==> config.mk <==
export PLATFORM = sky130hd
export DESIGN_NAME = analog_ladder_switch_decoder_unit_flat
export DESIGN_NICKNAME = d
export VERILOG_FILES = /design/src/alsd_pkg.sv /design/src/alsd_if.sv /design/src/alsd_window_match.sv /design/src/alsd_held_state.sv /design/src/analog_ladder_switch_decoder_unit.sv /design/src/flat_wrapper.sv
export SDC_FILE = /design/constraint.sdc
export NUM_CORES = 1
export LEC_CHECK = 0
export BUFFER_PORTS_ARGS = -buffer_cell sky130_fd_sc_hd__buf_2
export CORE_ASPECT_RATIO = 1.2
export CORE_UTILIZATION = 55
export DETAILED_ROUTE_END_ITERATION = 12
export PLACE_DENSITY = 0.75
export SLEW_MARGIN = 30
export SYNTH_ARGS = -nofsm -noshare
export SYNTH_HDL_FRONTEND = slang
export SYNTH_SLANG_ARGS = --single-unit
==> constraint.sdc <==
create_clock -name clock -period 14.34 [get_ports clock]
set_input_delay 2.868 -clock clock [delete_from_list [all_inputs] [get_ports clock]]
set_output_delay 2.868 -clock clock [all_outputs]
set_load 0.02 [all_outputs]
==> src/alsd_pkg.sv <==
`timescale 1ns / 1ps
`default_nettype none

package alsd_pkg;

   localparam int TABLE_WIDTH = 12;
   localparam int LONG_COUNT  = 16;
   localparam int SHORT_COUNT = 9;
   localparam int INDEX_WIDTH = 4;
   localparam int TOL_WIDTH   = 8;

   localparam logic [TOL_WIDTH-1:0] TOL_RESET = 8'd40;

   // Channel codes.
   localparam logic [1:0] CH_RIGHT = 2'd0;
   localparam logic [1:0] CH_JG    = 2'd1;
   localparam logic [1:0] CH_LEFT  = 2'd2;
   localparam logic [1:0] CH_OL    = 2'd3;

   typedef enum logic [1:0] {
      POS_UP     = 2'd0,
      POS_MIDDLE = 2'd1,
      POS_DOWN   = 2'd2,
      POS_NONE   = 2'd3
   } position_type;

   localparam logic [TABLE_WIDTH-1:0] LONG_LADDER [LONG_COUNT] = '{
      12'hDB0, 12'h5AA, 12'h9B2, 12'h1CA, 12'hE72, 12'h66A, 12'hA72, 12'h286,
      12'hBCA, 12'h3CE, 12'h7D4, 12'h000, 12'hC8A, 12'h48A, 12'h892, 12'h0B2
   };

   localparam logic [TABLE_WIDTH-1:0] SHORT_LADDER [SHORT_COUNT] = '{
      12'h9B2, 12'hA72, 12'h892, 12'hDB0, 12'hE72, 12'hC8A, 12'h5AA, 12'h66A,
      12'h48A
   };

   typedef struct packed {
      logic                   found;
      logic [INDEX_WIDTH-1:0] hit;
   } match_type;

   typedef struct packed {
      logic [3:0]   right_two;
      logic [3:0]   left_two;
      position_type sw_j;
      position_type sw_g;
      position_type sw_o;
      position_type sw_l;
   } held_type;

   typedef struct packed {
      position_type first;
      position_type second;
   } split_type;

   // A nine-entry index splits into two three-position switches.
   function automatic split_type split_three(input logic [INDEX_WIDTH-1:0] k);
      split_type s;
      unique case (k)
         4'd0:    s = '{POS_UP,     POS_UP};
         4'd1:    s = '{POS_UP,     POS_MIDDLE};
         4'd2:    s = '{POS_UP,     POS_DOWN};
         4'd3:    s = '{POS_MIDDLE, POS_UP};
         4'd4:    s = '{POS_MIDDLE, POS_MIDDLE};
         4'd5:    s = '{POS_MIDDLE, POS_DOWN};
         4'd6:    s = '{POS_DOWN,   POS_UP};
         4'd7:    s = '{POS_DOWN,   POS_MIDDLE};
         4'd8:    s = '{POS_DOWN,   POS_DOWN};
         default: s = '{POS_NONE,   POS_NONE};
      endcase
      return s;
   endfunction

endpackage

`default_nettype wire

==> src/alsd_if.sv <==
`timescale 1ns / 1ps
`default_nettype none

interface alsd_req_if #(
   parameter int SAMPLE_WIDTH = 12
);
   logic                    valid;
   logic                    ready;
   logic [1:0]              channel;
   logic [SAMPLE_WIDTH-1:0] sample;

   modport source (output valid, channel, sample, input ready);
   modport sink   (input valid, channel, sample, output ready);
endinterface

interface alsd_rsp_if;
   logic       valid;
   logic       ready;
   logic       matched;
   logic [3:0] match_index;
   logic [3:0] right_two_pos;
   logic [3:0] left_two_pos;
   logic [1:0] switch_j;
   logic [1:0] switch_g;
   logic [1:0] switch_o;
   logic [1:0] switch_l;

   modport source (output valid, matched, match_index, right_two_pos, left_two_pos,
                   switch_j, switch_g, switch_o, switch_l, input ready);
   modport sink   (input valid, matched, match_index, right_two_pos, left_two_pos,
                   switch_j, switch_g, switch_o, switch_l, output ready);
endinterface

`default_nettype wire

==> src/alsd_window_match.sv <==
`timescale 1ns / 1ps
`default_nettype none

module alsd_window_match #(
   parameter int SAMPLE_WIDTH = 12
) (
   input  wire logic [SAMPLE_WIDTH-1:0]          sample,
   input  wire logic [alsd_pkg::TOL_WIDTH-1:0]   tolerance,
   input  wire logic                             short_table,
   output alsd_pkg::match_type                   result
);

   // One spare bit so that the upper edge never wraps.
   localparam int CMP_WIDTH =
      ((SAMPLE_WIDTH > alsd_pkg::TABLE_WIDTH) ? SAMPLE_WIDTH : alsd_pkg::TABLE_WIDTH) + 1;

   logic [CMP_WIDTH-1:0]             sample_ext;
   logic [CMP_WIDTH-1:0]             tol_ext;
   logic [CMP_WIDTH-1:0]             upper;
   logic [CMP_WIDTH-1:0]             lower;
   logic [alsd_pkg::LONG_COUNT-1:0]  long_hits;
   logic [alsd_pkg::SHORT_COUNT-1:0] short_hits;
   logic [alsd_pkg::LONG_COUNT-1:0]  hits;

   always_comb begin
      sample_ext = CMP_WIDTH'(sample);
      tol_ext    = CMP_WIDTH'(tolerance);
      upper      = sample_ext + tol_ext;
      lower      = (sample_ext > tol_ext) ? (sample_ext - tol_ext) : '0;

      for (int k = 0; k < alsd_pkg::LONG_COUNT; k++) begin
         long_hits[k] = (CMP_WIDTH'(alsd_pkg::LONG_LADDER[k]) < upper) &&
                        (CMP_WIDTH'(alsd_pkg::LONG_LADDER[k]) > lower);
      end
      for (int k = 0; k < alsd_pkg::SHORT_COUNT; k++) begin
         short_hits[k] = (CMP_WIDTH'(alsd_pkg::SHORT_LADDER[k]) < upper) &&
                         (CMP_WIDTH'(alsd_pkg::SHORT_LADDER[k]) > lower);
      end

      hits = short_table ? alsd_pkg::LONG_COUNT'(short_hits) : long_hits;

      // The highest matching index wins; zero is left when nothing matches.
      result.found = |hits;
      result.hit   = '0;
      for (int k = 0; k < alsd_pkg::LONG_COUNT; k++) begin
         if (hits[k]) begin
            result.hit = alsd_pkg::INDEX_WIDTH'(k);
         end
      end
   end

endmodule

`default_nettype wire

==> src/alsd_held_state.sv <==
`timescale 1ns / 1ps
`default_nettype none

module alsd_held_state (
   input  wire logic                clock,
   input  wire logic                reset,
   input  wire logic                update,
   input  wire logic [1:0]          channel,
   input  wire alsd_pkg::match_type result,
   output alsd_pkg::held_type       held_next
);

   alsd_pkg::held_type  held_ff;
   alsd_pkg::held_type  held_in;
   alsd_pkg::split_type split;

   always_comb begin
      held_in = held_ff;
      split   = alsd_pkg::split_three(result.hit);
      if (update && result.found) begin
         unique case (channel)
            alsd_pkg::CH_RIGHT: held_in.right_two = result.hit;
            alsd_pkg::CH_LEFT:  held_in.left_two  = result.hit;
            alsd_pkg::CH_JG: begin
               held_in.sw_j = split.first;
               held_in.sw_g = split.second;
            end
            alsd_pkg::CH_OL: begin
               held_in.sw_o = split.first;
               held_in.sw_l = split.second;
            end
            default: held_in = held_ff;
         endcase
      end
   end

   always_ff @(posedge clock) begin
      if (reset) begin
         held_ff <= '{4'd0, 4'd0, alsd_pkg::POS_NONE, alsd_pkg::POS_NONE,
                      alsd_pkg::POS_NONE, alsd_pkg::POS_NONE};
      end else begin
         held_ff <= held_in;
      end
   end

   // The result reports the state as it stands after this request.
   assign held_next = held_in;

endmodule

`default_nettype wire

==> src/analog_ladder_switch_decoder_unit.sv <==
// A request is held in the request register, then its response in the response register.
// Throughput: one request per cycle; the window compare sits between the
// request register and the response register and stalls only on rsp ready.
// Reset (synchronous, active high) empties both registers, sets the tolerance
// to 40, clears the two-position bits and marks every switch as not yet seen.
`timescale 1ns / 1ps
`default_nettype none

module analog_ladder_switch_decoder_unit #(
   parameter int SAMPLE_WIDTH = 12
) (
   input  wire logic                           clock,
   input  wire logic                           reset,
   input  wire logic                           csr_wr_en,
   input  wire logic [alsd_pkg::TOL_WIDTH-1:0] csr_wr_data,
   alsd_req_if.sink                            req_chan,
   alsd_rsp_if.source                          rsp_chan
);

   logic [alsd_pkg::TOL_WIDTH-1:0] tol_ff;
   logic [alsd_pkg::TOL_WIDTH-1:0] tol_in;

   logic                    stage_valid_ff;
   logic                    stage_valid_in;
   logic [1:0]              stage_channel_ff;
   logic [SAMPLE_WIDTH-1:0] stage_sample_ff;

   logic                             rsp_valid_ff;
   logic                             rsp_valid_in;
   logic                             rsp_matched_ff;
   logic [alsd_pkg::INDEX_WIDTH-1:0] rsp_index_ff;
   alsd_pkg::held_type               rsp_held_ff;

   logic                advance;
   logic                req_take;
   alsd_pkg::match_type match;
   alsd_pkg::held_type  held_next;

   assign advance        = !rsp_valid_ff || rsp_chan.ready;
   assign req_chan.ready = !stage_valid_ff || advance;
   assign req_take       = req_chan.valid && req_chan.ready;

   always_comb begin
      tol_in         = csr_wr_en ? csr_wr_data : tol_ff;
      stage_valid_in = req_chan.ready ? req_chan.valid : stage_valid_ff;
      rsp_valid_in   = advance ? stage_valid_ff : rsp_valid_ff;
   end

   always_ff @(posedge clock) begin
      if (reset) begin
         tol_ff         <= alsd_pkg::TOL_RESET;
         stage_valid_ff <= 1'b0;
         rsp_valid_ff   <= 1'b0;
      end else begin
         tol_ff         <= tol_in;
         stage_valid_ff <= stage_valid_in;
         rsp_valid_ff   <= rsp_valid_in;
      end
   end

   always_ff @(posedge clock) begin
      if (req_take) begin
         stage_channel_ff <= req_chan.channel;
         stage_sample_ff  <= req_chan.sample;
      end
      if (advance && stage_valid_ff) begin
         rsp_matched_ff <= match.found;
         rsp_index_ff   <= match.hit;
         rsp_held_ff    <= held_next;
      end
   end

   alsd_window_match #(
      .SAMPLE_WIDTH (SAMPLE_WIDTH)
   ) u_match (
      .sample      (stage_sample_ff),
      .tolerance   (tol_ff),
      .short_table (stage_channel_ff[0]),
      .result      (match)
   );

   alsd_held_state u_held (
      .clock     (clock),
      .reset     (reset),
      .update    (advance && stage_valid_ff),
      .channel   (stage_channel_ff),
      .result    (match),
      .held_next (held_next)
   );

   assign rsp_chan.valid         = rsp_valid_ff;
   assign rsp_chan.matched       = rsp_matched_ff;
   assign rsp_chan.match_index   = rsp_index_ff;
   assign rsp_chan.right_two_pos = rsp_held_ff.right_two;
   assign rsp_chan.left_two_pos  = rsp_held_ff.left_two;
   assign rsp_chan.switch_j      = rsp_held_ff.sw_j;
   assign rsp_chan.switch_g      = rsp_held_ff.sw_g;
   assign rsp_chan.switch_o      = rsp_held_ff.sw_o;
   assign rsp_chan.switch_l      = rsp_held_ff.sw_l;

endmodule

`default_nettype wire

==> src/flat_wrapper.sv <==
// flat-port wrapper written by rule: the top's interface ports become plain ports
module analog_ladder_switch_decoder_unit_flat 
#(
   parameter int SAMPLE_WIDTH = 12
)
  (clock, reset, csr_wr_en, csr_wr_data, req_chan_valid, req_chan_channel, req_chan_sample, req_chan_ready, rsp_chan_valid, rsp_chan_matched, rsp_chan_match_index, rsp_chan_right_two_pos, rsp_chan_left_two_pos, rsp_chan_switch_j, rsp_chan_switch_g, rsp_chan_switch_o, rsp_chan_switch_l, rsp_chan_ready);
  alsd_req_if #(.SAMPLE_WIDTH(SAMPLE_WIDTH)) req_chan_i ();
  alsd_rsp_if rsp_chan_i ();
  input  wire logic clock;
  input  wire logic reset;
  input  wire logic csr_wr_en;
  input  wire logic [alsd_pkg::TOL_WIDTH-1:0] csr_wr_data;
  input wire logic [$bits(req_chan_i.valid)-1:0] req_chan_valid;
  input wire logic [$bits(req_chan_i.channel)-1:0] req_chan_channel;
  input wire logic [$bits(req_chan_i.sample)-1:0] req_chan_sample;
  output wire logic [$bits(req_chan_i.ready)-1:0] req_chan_ready;
  output wire logic [$bits(rsp_chan_i.valid)-1:0] rsp_chan_valid;
  output wire logic [$bits(rsp_chan_i.matched)-1:0] rsp_chan_matched;
  output wire logic [$bits(rsp_chan_i.match_index)-1:0] rsp_chan_match_index;
  output wire logic [$bits(rsp_chan_i.right_two_pos)-1:0] rsp_chan_right_two_pos;
  output wire logic [$bits(rsp_chan_i.left_two_pos)-1:0] rsp_chan_left_two_pos;
  output wire logic [$bits(rsp_chan_i.switch_j)-1:0] rsp_chan_switch_j;
  output wire logic [$bits(rsp_chan_i.switch_g)-1:0] rsp_chan_switch_g;
  output wire logic [$bits(rsp_chan_i.switch_o)-1:0] rsp_chan_switch_o;
  output wire logic [$bits(rsp_chan_i.switch_l)-1:0] rsp_chan_switch_l;
  input wire logic [$bits(rsp_chan_i.ready)-1:0] rsp_chan_ready;
  assign req_chan_i.valid = req_chan_valid;
  assign req_chan_i.channel = req_chan_channel;
  assign req_chan_i.sample = req_chan_sample;
  assign req_chan_ready = req_chan_i.ready;
  assign rsp_chan_valid = rsp_chan_i.valid;
  assign rsp_chan_matched = rsp_chan_i.matched;
  assign rsp_chan_match_index = rsp_chan_i.match_index;
  assign rsp_chan_right_two_pos = rsp_chan_i.right_two_pos;
  assign rsp_chan_left_two_pos = rsp_chan_i.left_two_pos;
  assign rsp_chan_switch_j = rsp_chan_i.switch_j;
  assign rsp_chan_switch_g = rsp_chan_i.switch_g;
  assign rsp_chan_switch_o = rsp_chan_i.switch_o;
  assign rsp_chan_switch_l = rsp_chan_i.switch_l;
  assign rsp_chan_i.ready = rsp_chan_ready;
  analog_ladder_switch_decoder_unit #(.SAMPLE_WIDTH(SAMPLE_WIDTH)) u_core (.clock(clock), .reset(reset), .csr_wr_en(csr_wr_en), .csr_wr_data(csr_wr_data), .req_chan(req_chan_i), .rsp_chan(rsp_chan_i));
endmodule
==> metrics.cfg, run 1 <==
[clocking]
cts.path.max_buffers=2
ctsHoldBuffers=0
cts_root_buf=clkbuf_16
cts_num_sinks=61
insertion_delay_ns=0.34
htreeDepth=3
cts_resized=0
post-cts-setup-buffers=0
clkTransAtPathRegs_ns=0.06
cts_tree=yes
cts_buffers=9

[timing]
finalSetupViolCount=0
max_slew.worst_pin.slew_ns=0.918
fin_crit_ns=6.32
slew_headroom_pct=38.4
rsz0062_at_grt=no
tns_ns=0
fmax_ghz=0.158
timing.final.crit_share_pct=44.1
whs_ns=0.510
drv_slew=0
hold_viol=0
clock-skew-final_ns=0.00763

[cells_and_area]
drive_gt1_share_pct=14.0
multi_input_area_um2=3580
layout.nets=728
seq_area_um2=1570
syn_to_final_growth_pct=9.77
antenna_cells=0
nFillCells=865

[power_and_ir_drop]
powerDensity_nw_per_um2=114
ir_drop_mv=0.0654
leakagePower_uw=0.00222
power_uw=680

[placement]
routabilityCongestion=1.01
io_buffers=49
hpwlAfterDp_um=13500

[synth]
ys.flop_type=edfxtp_1
seq_area_frac_synth_pct=28.9
synth_edf_count=35
synth_commonest_cells=nor2_1, a21oi_1, nand2_1
synth_top_area_share_pct=19.4
ys_ff_latch=61
synth_cell_types=89
postSynthAreaPerCell_um2=8.37
yosys.cell_count.top_type=nor2_1
syn_area_um2=5430
ys_async_sr_fraction_pct=0
postSynthCellCount=649
yosys_warnings=0
syn_nets=698
ys_top_cells_by_area=edfxtp_1, dfxtp_1, ha_1
synth_area_leader_cell=edfxtp_1

[worst_setup_path]
path_cells=buf_2 -> nor2b_1 -> nand2_1 -> buf_2
cp.required_ns=11.47
path_common_cell=buf_2
slowest_stage=nor2b_1
arrival_ns=3.45
cp.buffers_inverters=2
cp-end-kind=output port
worst-setup-path-type=primary input to output port
worst_path_largest_cell_delay_ns=0.22
cp-start-kind=primary input
path_max_fanout=4
cp_top_family=simple AND/OR/NAND/NOR gates

[job]
max_cap_violations=0

[detailed_routing]
ant_nets=0
wl_per_cell_um=21.6
dr.pass1.iters=6
totalWireLength_um=17500
drcViolationCount=0
vias_per_cell=7.02
num_vias=5666
first_iter_violations=549

[worst_hold_path]
hp-class=register to register

[status]
status=finished, final reports clean

[global_routing]
grt_start_max_net_pins=24
grt_pass1_wl_um=27600
grt_pass1_vias=5341
antenna_found_initial=0
grt.overflow.total=0
track_usage_pct=34.4

[floorplan]
dieArea_um2=10300
initial_core_util_pct=56.8
coreArea_um2=9560
die_x_um=92.7
rows=39
die_h_um=111
ioPinCount=50

## final cells by class
cell class              count  area share, %
inverters                  26           1.68
clock inverters             7           1.24
multi-input cells         530           60.0
well taps                 123           2.58
flip-flops and latches     61           26.4
repair buffers             51           4.37
clock buffers               9           3.78
## final timing paths
path / cells after the start / slack (ns) / start / end
setup / recovery: 4 / 8.02 / rsp_chan_ready / req_chan_ready
hold reg to reg: 2 / 0.51 / u_core.u_held.held_ff[7] / u_core.u_held.held_ff[7]
hold / removal: 2 / 0.51 / u_core.u_held.held_ff[7] / u_core.u_held.held_ff[7]
setup reg to reg: 18 / 8.10 / u_core.stage_sample_ff[7] / u_core.rsp_chan.switch_g[1]
## stage by stage
stage          worst slack [ns]  instance area, um^2  util, %  instances
2_1_floorplan              8.25                 5430        -        649
3_3_place_gp               8.08                 5660     59.2        791
3_5_place_dp               8.01                 5660     59.2        791
4_1_cts                    8.01                 5960     62.3        807
5_1_grt                    7.77                 5960     62.3        807
6_report                   8.02                 5960     62.3        807
## power breakdown
group	switching [uW]	leakage [uW]	internal, uW	total, uW
clock	82.8	0.000146	135	218
sequential	6.94	0.000535	196	203
combinational	176	0.00153	82.8	259
total	266	0.00222	414	680
## layer usage
layer  up-vias  share of wire [%]  global-route usage [%]  wire length [um]
met5         -                  0                       0                 0
met4         0                5.9                    19.5              1030
met3        73                5.7                    3.98              1000
met2       305                 51                    60.3              8820
met1      2675                 38                    40.0              6600
li1       2613                  -                       -                 -
## registers in the layout, indices dropped and copies added (netlist names)
register	count
u_core.rsp_chan.left_two_pos	4
u_core.u_held.held_ff	16
u_core.rsp_chan.switch_o	2
u_core.rsp_chan.right_two_pos	4
u_core.tol_ff	8
u_core.stage_channel_ff	2
u_core.rsp_chan.valid	1
u_core.stage_sample_ff	12
u_core.rsp_chan.switch_l	2
u_core.rsp_chan.matched	1
u_core.stage_valid_ff	1
u_core.rsp_chan.switch_g	2
u_core.rsp_chan.switch_j	2
u_core.rsp_chan.match_index	4
## worst register-to-register path: stages (launching register included)
cell and delay [ns]:
edfxtp_1 0.39, ha_1 0.76, nand4b_1 0.27, a2111oi_1 0.53, nor3_1 0.19, or2_1 0.39
nor4_1 0.60, o21ai_0 0.28, a211oi_1 0.59, or4bb_1 0.22, o2111a_1 0.17, o211ai_1 0.12
a21oi_1 0.29, inv_1 0.13, ha_1 0.22, inv_1 0.08, a21oi_1 0.06, a2111oi_0 0.55
nor2_1 0.13
## cell families (layout without fill, tap and decap cells)
kind of cell / Yosys count / count (layout) / synth area share, %
compound gates: 250 / 250 / 33.9
simple gates: 238 / 238 / 23.3
flops: 61 / 61 / 28.9
buf+inv: 58 / 93 / 5.21
fa+ha+maj: 22 / 22 / 5.34
xor+xnor: 14 / 14 / 2.26
mux: 6 / 6 / 1.11
## cell usage in the layout (no fill, tap or decap), types with 9 or more instances in the layout
cell,netlist,final
a211oi_1,27,27
nor4_1,10,10
nand3_1,21,21
nand2b_1,10,10
o22ai_1,9,9
edfxtp_1,35,35
a22oi_1,9,9
buf_2,8,49
o21ai_0,29,29
o211ai_1,18,18
nand4_1,10,10
nor2_1,59,59
dfxtp_1,26,26
ha_1,20,20
a31oi_1,10,10
nand2_1,39,39
nor3_1,26,26
inv_1,25,25
xnor2_1,12,12
clkbuf_16,0,9
o21a_1,9,9
a21oi_1,47,47
Power figures use the tool's default switching activity.
==> inputs of run 2 (changes only) <==
==> constraint.sdc (replaced) <==
create_clock -name clock -period 6.6 [get_ports clock]
set_input_delay 1.32 -clock clock [delete_from_list [all_inputs] [get_ports clock]]
set_output_delay 1.32 -clock clock [all_outputs]
set_load 0.02 [all_outputs]
==> run 2 against run 1 <==
- die area did not move
- global-route usage rose by 0.43 points
- utilization fell by 0.25 points
- setup slack got worse by 7.5 ns
- first-iteration DRC count rose by 13%
- register-to-register slack got worse by 7.6 ns
- sequential share of layout area rose by 0.11 points
==> metrics.cfg, run 2 (synthesis results as in run 1) <==
[cells_and_area]
antenna_cells=0  ; unchanged
largest_reg_flops=16  ; unchanged
final_common_cell=nor2_1
syn_to_final_growth_pct=9.33
reg_top3=u_core.u_held.held_ff (16), u_core.stage_sample_ff (12), u_core.tol_ff (8)
final_cell_mix=nor2_1, buf_2, a21oi_1
nFillCells=852  ; -1.5%
layout.nets=727  ; -0.14%
post-route-cell-area_um2=5940  ; -0.40%
regMostFlops=u_core.u_held.held_ff
drive_gt1_share_pct=14.1  ; +0.021 points

[worst_setup_path]
cp-end-kind=register
cp_top_family=compound AO/OA/AOI/OAI gates
worst-setup-path-type=register to register
cp.buffers_inverters=2  ; unchanged
cp.required_ns=6.67  ; -4.80 ns
cp-start-kind=register
path_max_fanout=23  ; +19
path_cells=ha_1 -> nand4b_1 -> a2111oi_1 -> nor3_1 -> or2_1 -> nor4_1 -> o21ai_0 -> a211oi_1 -> or4bb_1 -> o2111a_1 -> o211ai_1 -> a21oi_1 -> inv_1 -> ha_1 -> inv_1 -> a21oi_1 -> a2111oi_0 -> nor2_1
slowest_stage=ha_1
arrival_ns=6.15  ; +2.70 ns
worst_path_largest_cell_delay_ns=0.76  ; +0.54 ns

[power_and_ir_drop]
p_sw_uw=585  ; +120%
clkPwrFrac_pct=30.6  ; -1.5 points
p_int_uw=861  ; +110%
leakagePower_uw=0.00221  ; -0.23%
p_comb_share_pct=38.8  ; +0.8 points
seqPwrFrac_pct=30.6  ; +0.7 points
power_uw=1450  ; +110%
powerDensity_nw_per_um2=244  ; +110%
netSwitchingFraction_pct=40.5  ; +1.4 points
ir_drop_mv=0.140  ; +110%

[timing]
drv_slew=0  ; unchanged
whs_ns=0.507  ; -0.00279 ns
fmax_ghz=0.164
finalSetupViolCount=0  ; unchanged
setup_slack_ns=0.516  ; -7.50 ns
fin_crit_ns=6.08
hold_viol=0  ; unchanged
rsz0062_at_grt=no
max_slew.worst_pin.slew_ns=0.873  ; -0.0459 ns
clock-skew-final_ns=0.0105  ; +0.00286 ns
slew_headroom_pct=41.4  ; +3.1 points
timing.final.crit_share_pct=92.2
tns_ns=0  ; unchanged

[detailed_routing]
dr.pass1.iters=5  ; -1
ant_nets=0  ; unchanged
vias_per_cell=6.90  ; -1.7%
wl_per_cell_um=21.6  ; -0.25%
drcViolationCount=0  ; unchanged
totalWireLength_um=17400  ; -0.38%
first_iter_violations=622  ; +13%
num_vias=5563  ; -1.8%

[clocking]
cts_root_buf=clkbuf_16
ctsHoldBuffers=0  ; unchanged
htreeDepth=3  ; unchanged
cts_buffers=9  ; unchanged
post-cts-setup-buffers=0  ; unchanged
cts_tree=yes
cts_num_sinks=61  ; unchanged
clkTransAtPathRegs_ns=0.06  ; about the same
insertion_delay_ns=0.34  ; about the same
cts.path.max_buffers=2  ; unchanged
cts_resized=0  ; unchanged

[global_routing]
grt_pass1_wl_um=27800  ; +0.73%
grt_start_max_net_pins=24  ; unchanged
grt_pass1_vias=5376  ; +0.66%
antenna_found_initial=0  ; unchanged
grt.overflow.total=0  ; unchanged
track_usage_pct=34.8  ; +0.43 points

[floorplan]
initial_core_util_pct=56.8  ; unchanged
die_h_um=111  ; unchanged
die_x_um=92.7  ; unchanged
ioPinCount=50  ; unchanged
dieArea_um2=10300  ; unchanged
coreArea_um2=9560  ; unchanged
rows=39  ; unchanged

[placement]
io_buffers=49  ; unchanged
hpwlAfterDp_um=13500  ; +0.36%
routabilityCongestion=1.04  ; +3.0%
place_ws_ns=0.687  ; -7.32 ns
post_dp_cell_area_um2=5660  ; -0.13%

[job]
max_cap_violations=0  ; unchanged

[worst_hold_path]
hp-class=register to register

[status]
status=finished, final reports clean

[run 2: changes by cell type in the layout (fill, tap and decap cells not counted), sizes merged]
cell / change
clkinv: +3
buf: -1
bufinv: -1
clkinvlp: -1
inv: -1
[run 2: worst reg2reg max path, delay by kind of cell, from the launching register on]
family	cells	cell delay, ns
AO/OA/AOI/OAI	8	2.49
adder cells (fa/ha/maj)	2	0.98
buffers and inverters	2	0.20
flip-flops	1	0.40
AND/OR/NAND/NOR	6	1.72
[run 2: per-layer routing]
layer	share of wire (%)	wire length [um]	up-vias	track usage [%]
met4	6.6	1140	0	23.0
met5	0	0	-	0
li1	-	-	2601	-
met2	50	8660	299	60.5
met3	5.8	1010	71	4.05
met1	38	6570	2592	39.6
[run 2: layout make-up]
| cell class | instances | area, um^2 | share of cell area (%) |
|---|---|---|---|
| well taps | 123 | 154 | 2.59 |
| clock buffers | 9 | 225 | 3.79 |
| multi-input cells | 530 | 3580 | 60.4 |
| inverters | 26 | 100 | 1.69 |
| repair buffers | 50 | 253 | 4.26 |
| flip-flops and latches | 61 | 1570 | 26.5 |
| clock inverters | 7 | 50.0 | 0.843 |
[run 2: power by group through the flow]
stage               logic [uW]  clock network [uW]  registers, uW
floorplan                  398                   0            451
detailed placement         539                   0            450
global placement           534                   0            449
finish                     562                 443            442
CTS                        541                 444            442
global route               603                 458            445
[run 2: final timing paths]
| kind | startpoint | to | slack [ns] | depth (start not counted) |
|---|---|---|---|---|
| worst max-delay path | u_core.stage_sample_ff[7] | u_core.rsp_chan.switch_g[1] | 0.52 | 18 |
| worst min-delay path | u_core.tol_ff[5] | u_core.tol_ff[5] | 0.51 | 2 |
| worst max register to register | u_core.stage_sample_ff[7] | u_core.rsp_chan.switch_g[1] | 0.52 | 18 |
| worst min register to register | u_core.tol_ff[5] | u_core.tol_ff[5] | 0.51 | 2 |
[run 2: stage by stage]
| stage | std cells | util (%) |
|---|---|---|
| 2_1_floorplan | 649 | - |
| 3_3_place_gp | 790 | 59.1 |
| 3_5_place_dp | 790 | 59.1 |
| 4_1_cts | 806 | 62.0 |
| 5_1_grt | 806 | 62.1 |
| 6_report | 806 | 62.1 |
==> inputs of run 3 (changes only) <==
--- a/config.mk
+++ b/config.mk
@@ -9,7 +9,7 @@
 export CORE_ASPECT_RATIO = 1.2
 export CORE_UTILIZATION = 55
 export DETAILED_ROUTE_END_ITERATION = 12
-export PLACE_DENSITY = 0.75
+export PLACE_DENSITY = 0.78
 export SLEW_MARGIN = 30
 export SYNTH_ARGS = -nofsm -noshare
 export SYNTH_HDL_FRONTEND = slang
==> constraint.sdc (replaced) <==
create_clock -name clock -period 5.3 [get_ports clock]
set_input_delay 1.06 -clock clock [delete_from_list [all_inputs] [get_ports clock]]
set_output_delay 1.06 -clock clock [all_outputs]
set_load 0.02 [all_outputs]
==> run 3 against run 2 <==
- design area grew 14%
- maximum frequency increased by 16%
- wire length is 11% higher
- critical path depth stayed put
- clock power increased by 30%
- utilization grew 8.8 points
- sequential power increased by 23%
- flip-flop and latch count unchanged
- setup slack lost 0.44 ns
- cell count up 9.1%
- hold slack got worse by 0.0038 ns
- sequential share of layout area shrank 3.3 points
- critical path type unchanged
- highest routed layer unchanged
==> metrics.cfg, run 3 (synthesis results as in run 1) <==
[status]
status=finished, final reports clean

[worst_setup_path]
path_cells=ha_1 -> and2b_1 -> a2111o_1 -> a311oi_4 -> a21oi_4 -> o211ai_1 -> and4b_1 -> and4_1 -> a211oi_1 -> o2111a_1 -> o211ai_1 -> a21oi_2 -> buf_4 -> ha_1 -> nand2_1 -> o211ai_1 -> buf_4 -> o21ai_0
cp-start-kind=register
worst_path_largest_cell_delay_ns=0.53  ; -0.23 ns
path_common_cell=o211ai_1
cp.required_ns=5.37  ; -1.30 ns
worst-setup-path-type=register to register
arrival_ns=5.29  ; -0.86 ns
slowest_stage=a2111o_1
path_max_fanout=8  ; -65%
cp-end-kind=register

[floorplan]
initial_core_util_pct=56.8  ; unchanged
dieArea_um2=10300  ; unchanged
coreArea_um2=9560  ; unchanged
die_h_um=111  ; unchanged
rows=39  ; unchanged
ioPinCount=50  ; unchanged
die_x_um=92.7  ; unchanged

[timing]
clock-skew-final_ns=0.00837  ; -0.00212 ns
max_slew.worst_pin.slew_ns=0.888  ; +0.0154 ns
finalSetupViolCount=0  ; unchanged
timing.final.crit_share_pct=98.6  ; +6.4 points
drv_slew=0  ; unchanged
slew_headroom_pct=40.7  ; -0.67 points
fin_crit_ns=5.22  ; -0.859 ns
fmax_ghz=0.191  ; +16%
rsz0062_at_grt=yes
hold_viol=0  ; unchanged

[power_and_ir_drop]
netSwitchingFraction_pct=39.4  ; -1.1 points
power_uw=2010  ; +39%
leakagePower_uw=0.00263  ; +19%
p_int_uw=1220  ; +41%
p_comb_share_pct=44.2  ; +5.4 points
p_sw_uw=790  ; +35%
seqPwrFrac_pct=27.2  ; -3.4 points
clkPwrFrac_pct=28.6  ; -2.0 points
powerDensity_nw_per_um2=296  ; +22%
ir_drop_mv=0.175  ; +25%

[worst_hold_path]
hp-class=register to register

[cells_and_area]
largest_reg_flops=16  ; unchanged
final_common_cell=buf_4
layout.nets=800  ; +10%
drive_gt1_share_pct=27.2  ; +13 points
regMostFlops=u_core.u_held.held_ff
reg_top3=u_core.u_held.held_ff (16), u_core.stage_sample_ff (12), u_core.tol_ff (8)
layout.cells.non_filler=879  ; +9.1%
syn_to_final_growth_pct=24.8
final_cell_mix=buf_4, nor2_1, buf_2
antenna_cells=0  ; unchanged

[clocking]
ctsHoldBuffers=0  ; unchanged
htreeDepth=3  ; unchanged
cts_tree=yes
cts_num_sinks=61  ; unchanged
cts.path.max_buffers=2  ; unchanged
cts_buffers=9  ; unchanged
clkTransAtPathRegs_ns=0.06  ; about the same
cts_root_buf=clkbuf_16
insertion_delay_ns=0.34  ; about the same

[detailed_routing]
dr.pass1.iters=6  ; +1
vias_per_cell=6.91  ; +0.10%
drcViolationCount=0  ; unchanged
first_iter_violations=561  ; -9.8%
wl_per_cell_um=21.9  ; +1.6%
totalWireLength_um=19300  ; +11%
ant_nets=0  ; unchanged
num_vias=6073  ; +9.2%

[global_routing]
grtUsageMet1_pct=40.2  ; +0.61 points
grt.overflow.total=0  ; unchanged
grt_pass1_vias=5768  ; +7.3%
track_usage_pct=37.4  ; +2.6 points
antenna_found_initial=0  ; unchanged
met3_usage_pct=7.00  ; +2.9 points
grt_start_max_net_pins=24  ; unchanged
grt_pass1_wl_um=29500  ; +6.3%
grtUsageMet2_pct=64.9  ; +4.4 points
busiest_layer=met2

[placement]
hpwlAfterDp_um=15000  ; +11%
io_buffers=49  ; unchanged
placed_cells=858  ; +8.6%
routabilityCongestion=1.03  ; -1.7%

[job]
max_cap_violations=0  ; unchanged

[run 3: changes by cell type in the layout (fill, tap and decap cells not counted), moves of 4 or more]
| cell | delta |
|---|---|
| a211oi_1 | -5 |
| a211oi_2 | +5 |
| a21boi_0 | -4 |
| a21oi_1 | -5 |
| buf_4 | +73 |
| ha_1 | -4 |
| ha_2 | +4 |
[run 3: final timing paths]
kind,cells past startpoint,end,slack (ns),start
worst min register to register,2,u_core.u_held.held_ff[15],0.50,u_core.u_held.held_ff[15]
worst min-delay path,2,u_core.u_held.held_ff[15],0.50,u_core.u_held.held_ff[15]
worst max-delay path,18,u_core.rsp_chan.switch_l[0],0.08,u_core.stage_sample_ff[2]
worst max register to register,18,u_core.rsp_chan.switch_l[0],0.08,u_core.stage_sample_ff[2]
[run 3: power by group through the flow]
stage,sequential [uW],clock [uW],combinational (uW)
floorplan,561,0,495
global placement,553,0,767
detailed placement,555,0,781
CTS,545,576,791
global route,548,593,940
finish,545,574,886
[run 3: per-stage QoR]
step / util (%) / setup TNS [ns] / cell area [um^2] / hold WS (ns) / worst slack (ns)
final: 70.9 / 0 / 6780 / 0.503 / 0.0751
after global routing: 70.9 / -0.318 / 6780 / 0.544 / -0.0958
after CTS: 67.9 / 0 / 6490 / 0.507 / 0.0238
after detailed placement: 64.5 / -0.294 / 6170 / 0.498 / -0.128
after global placement: 64.5 / -0.0668 / 6170 / 0.484 / -0.0284
after floorplan: - / 0 / 5430 / 0.467 / 0.590
[run 3: cell type report]
class	instances	area (um^2)
timing repair buffer	123	801
sequential	61	1570
clock buffer	10	250
clock inverter	6	45.0
inverter	26	100
fill	725	2790
tap	123	154
multi-input combinational	530	3850
[run 3: routing by layer]
metal	part of all wire, %	up-vias
met4	8.2	0
met5	0	-
li1	-	2754
met2	50	372
met3	6.7	125
met1	35	2822
[run 3: worst max-delay path: cells and delay by family (launching register included)]
family | cells | cell delay, ns
AOI/OAI and AO/OA | 10 | 2.69
and+or+nand+nor | 4 | 0.87
adders and majority gates | 2 | 0.62
DFF | 1 | 0.41
buffers and inverters | 2 | 0.34
[run 3: timing repair]
action / 4_1_cts / 5_1_grt
setup buffers: 0 / 5
endpoints found under the hold margin: 0 / 0
setup endpoints to repair: 6 / 26
resized for setup: 7 / 52
pin swaps: 0 / 10
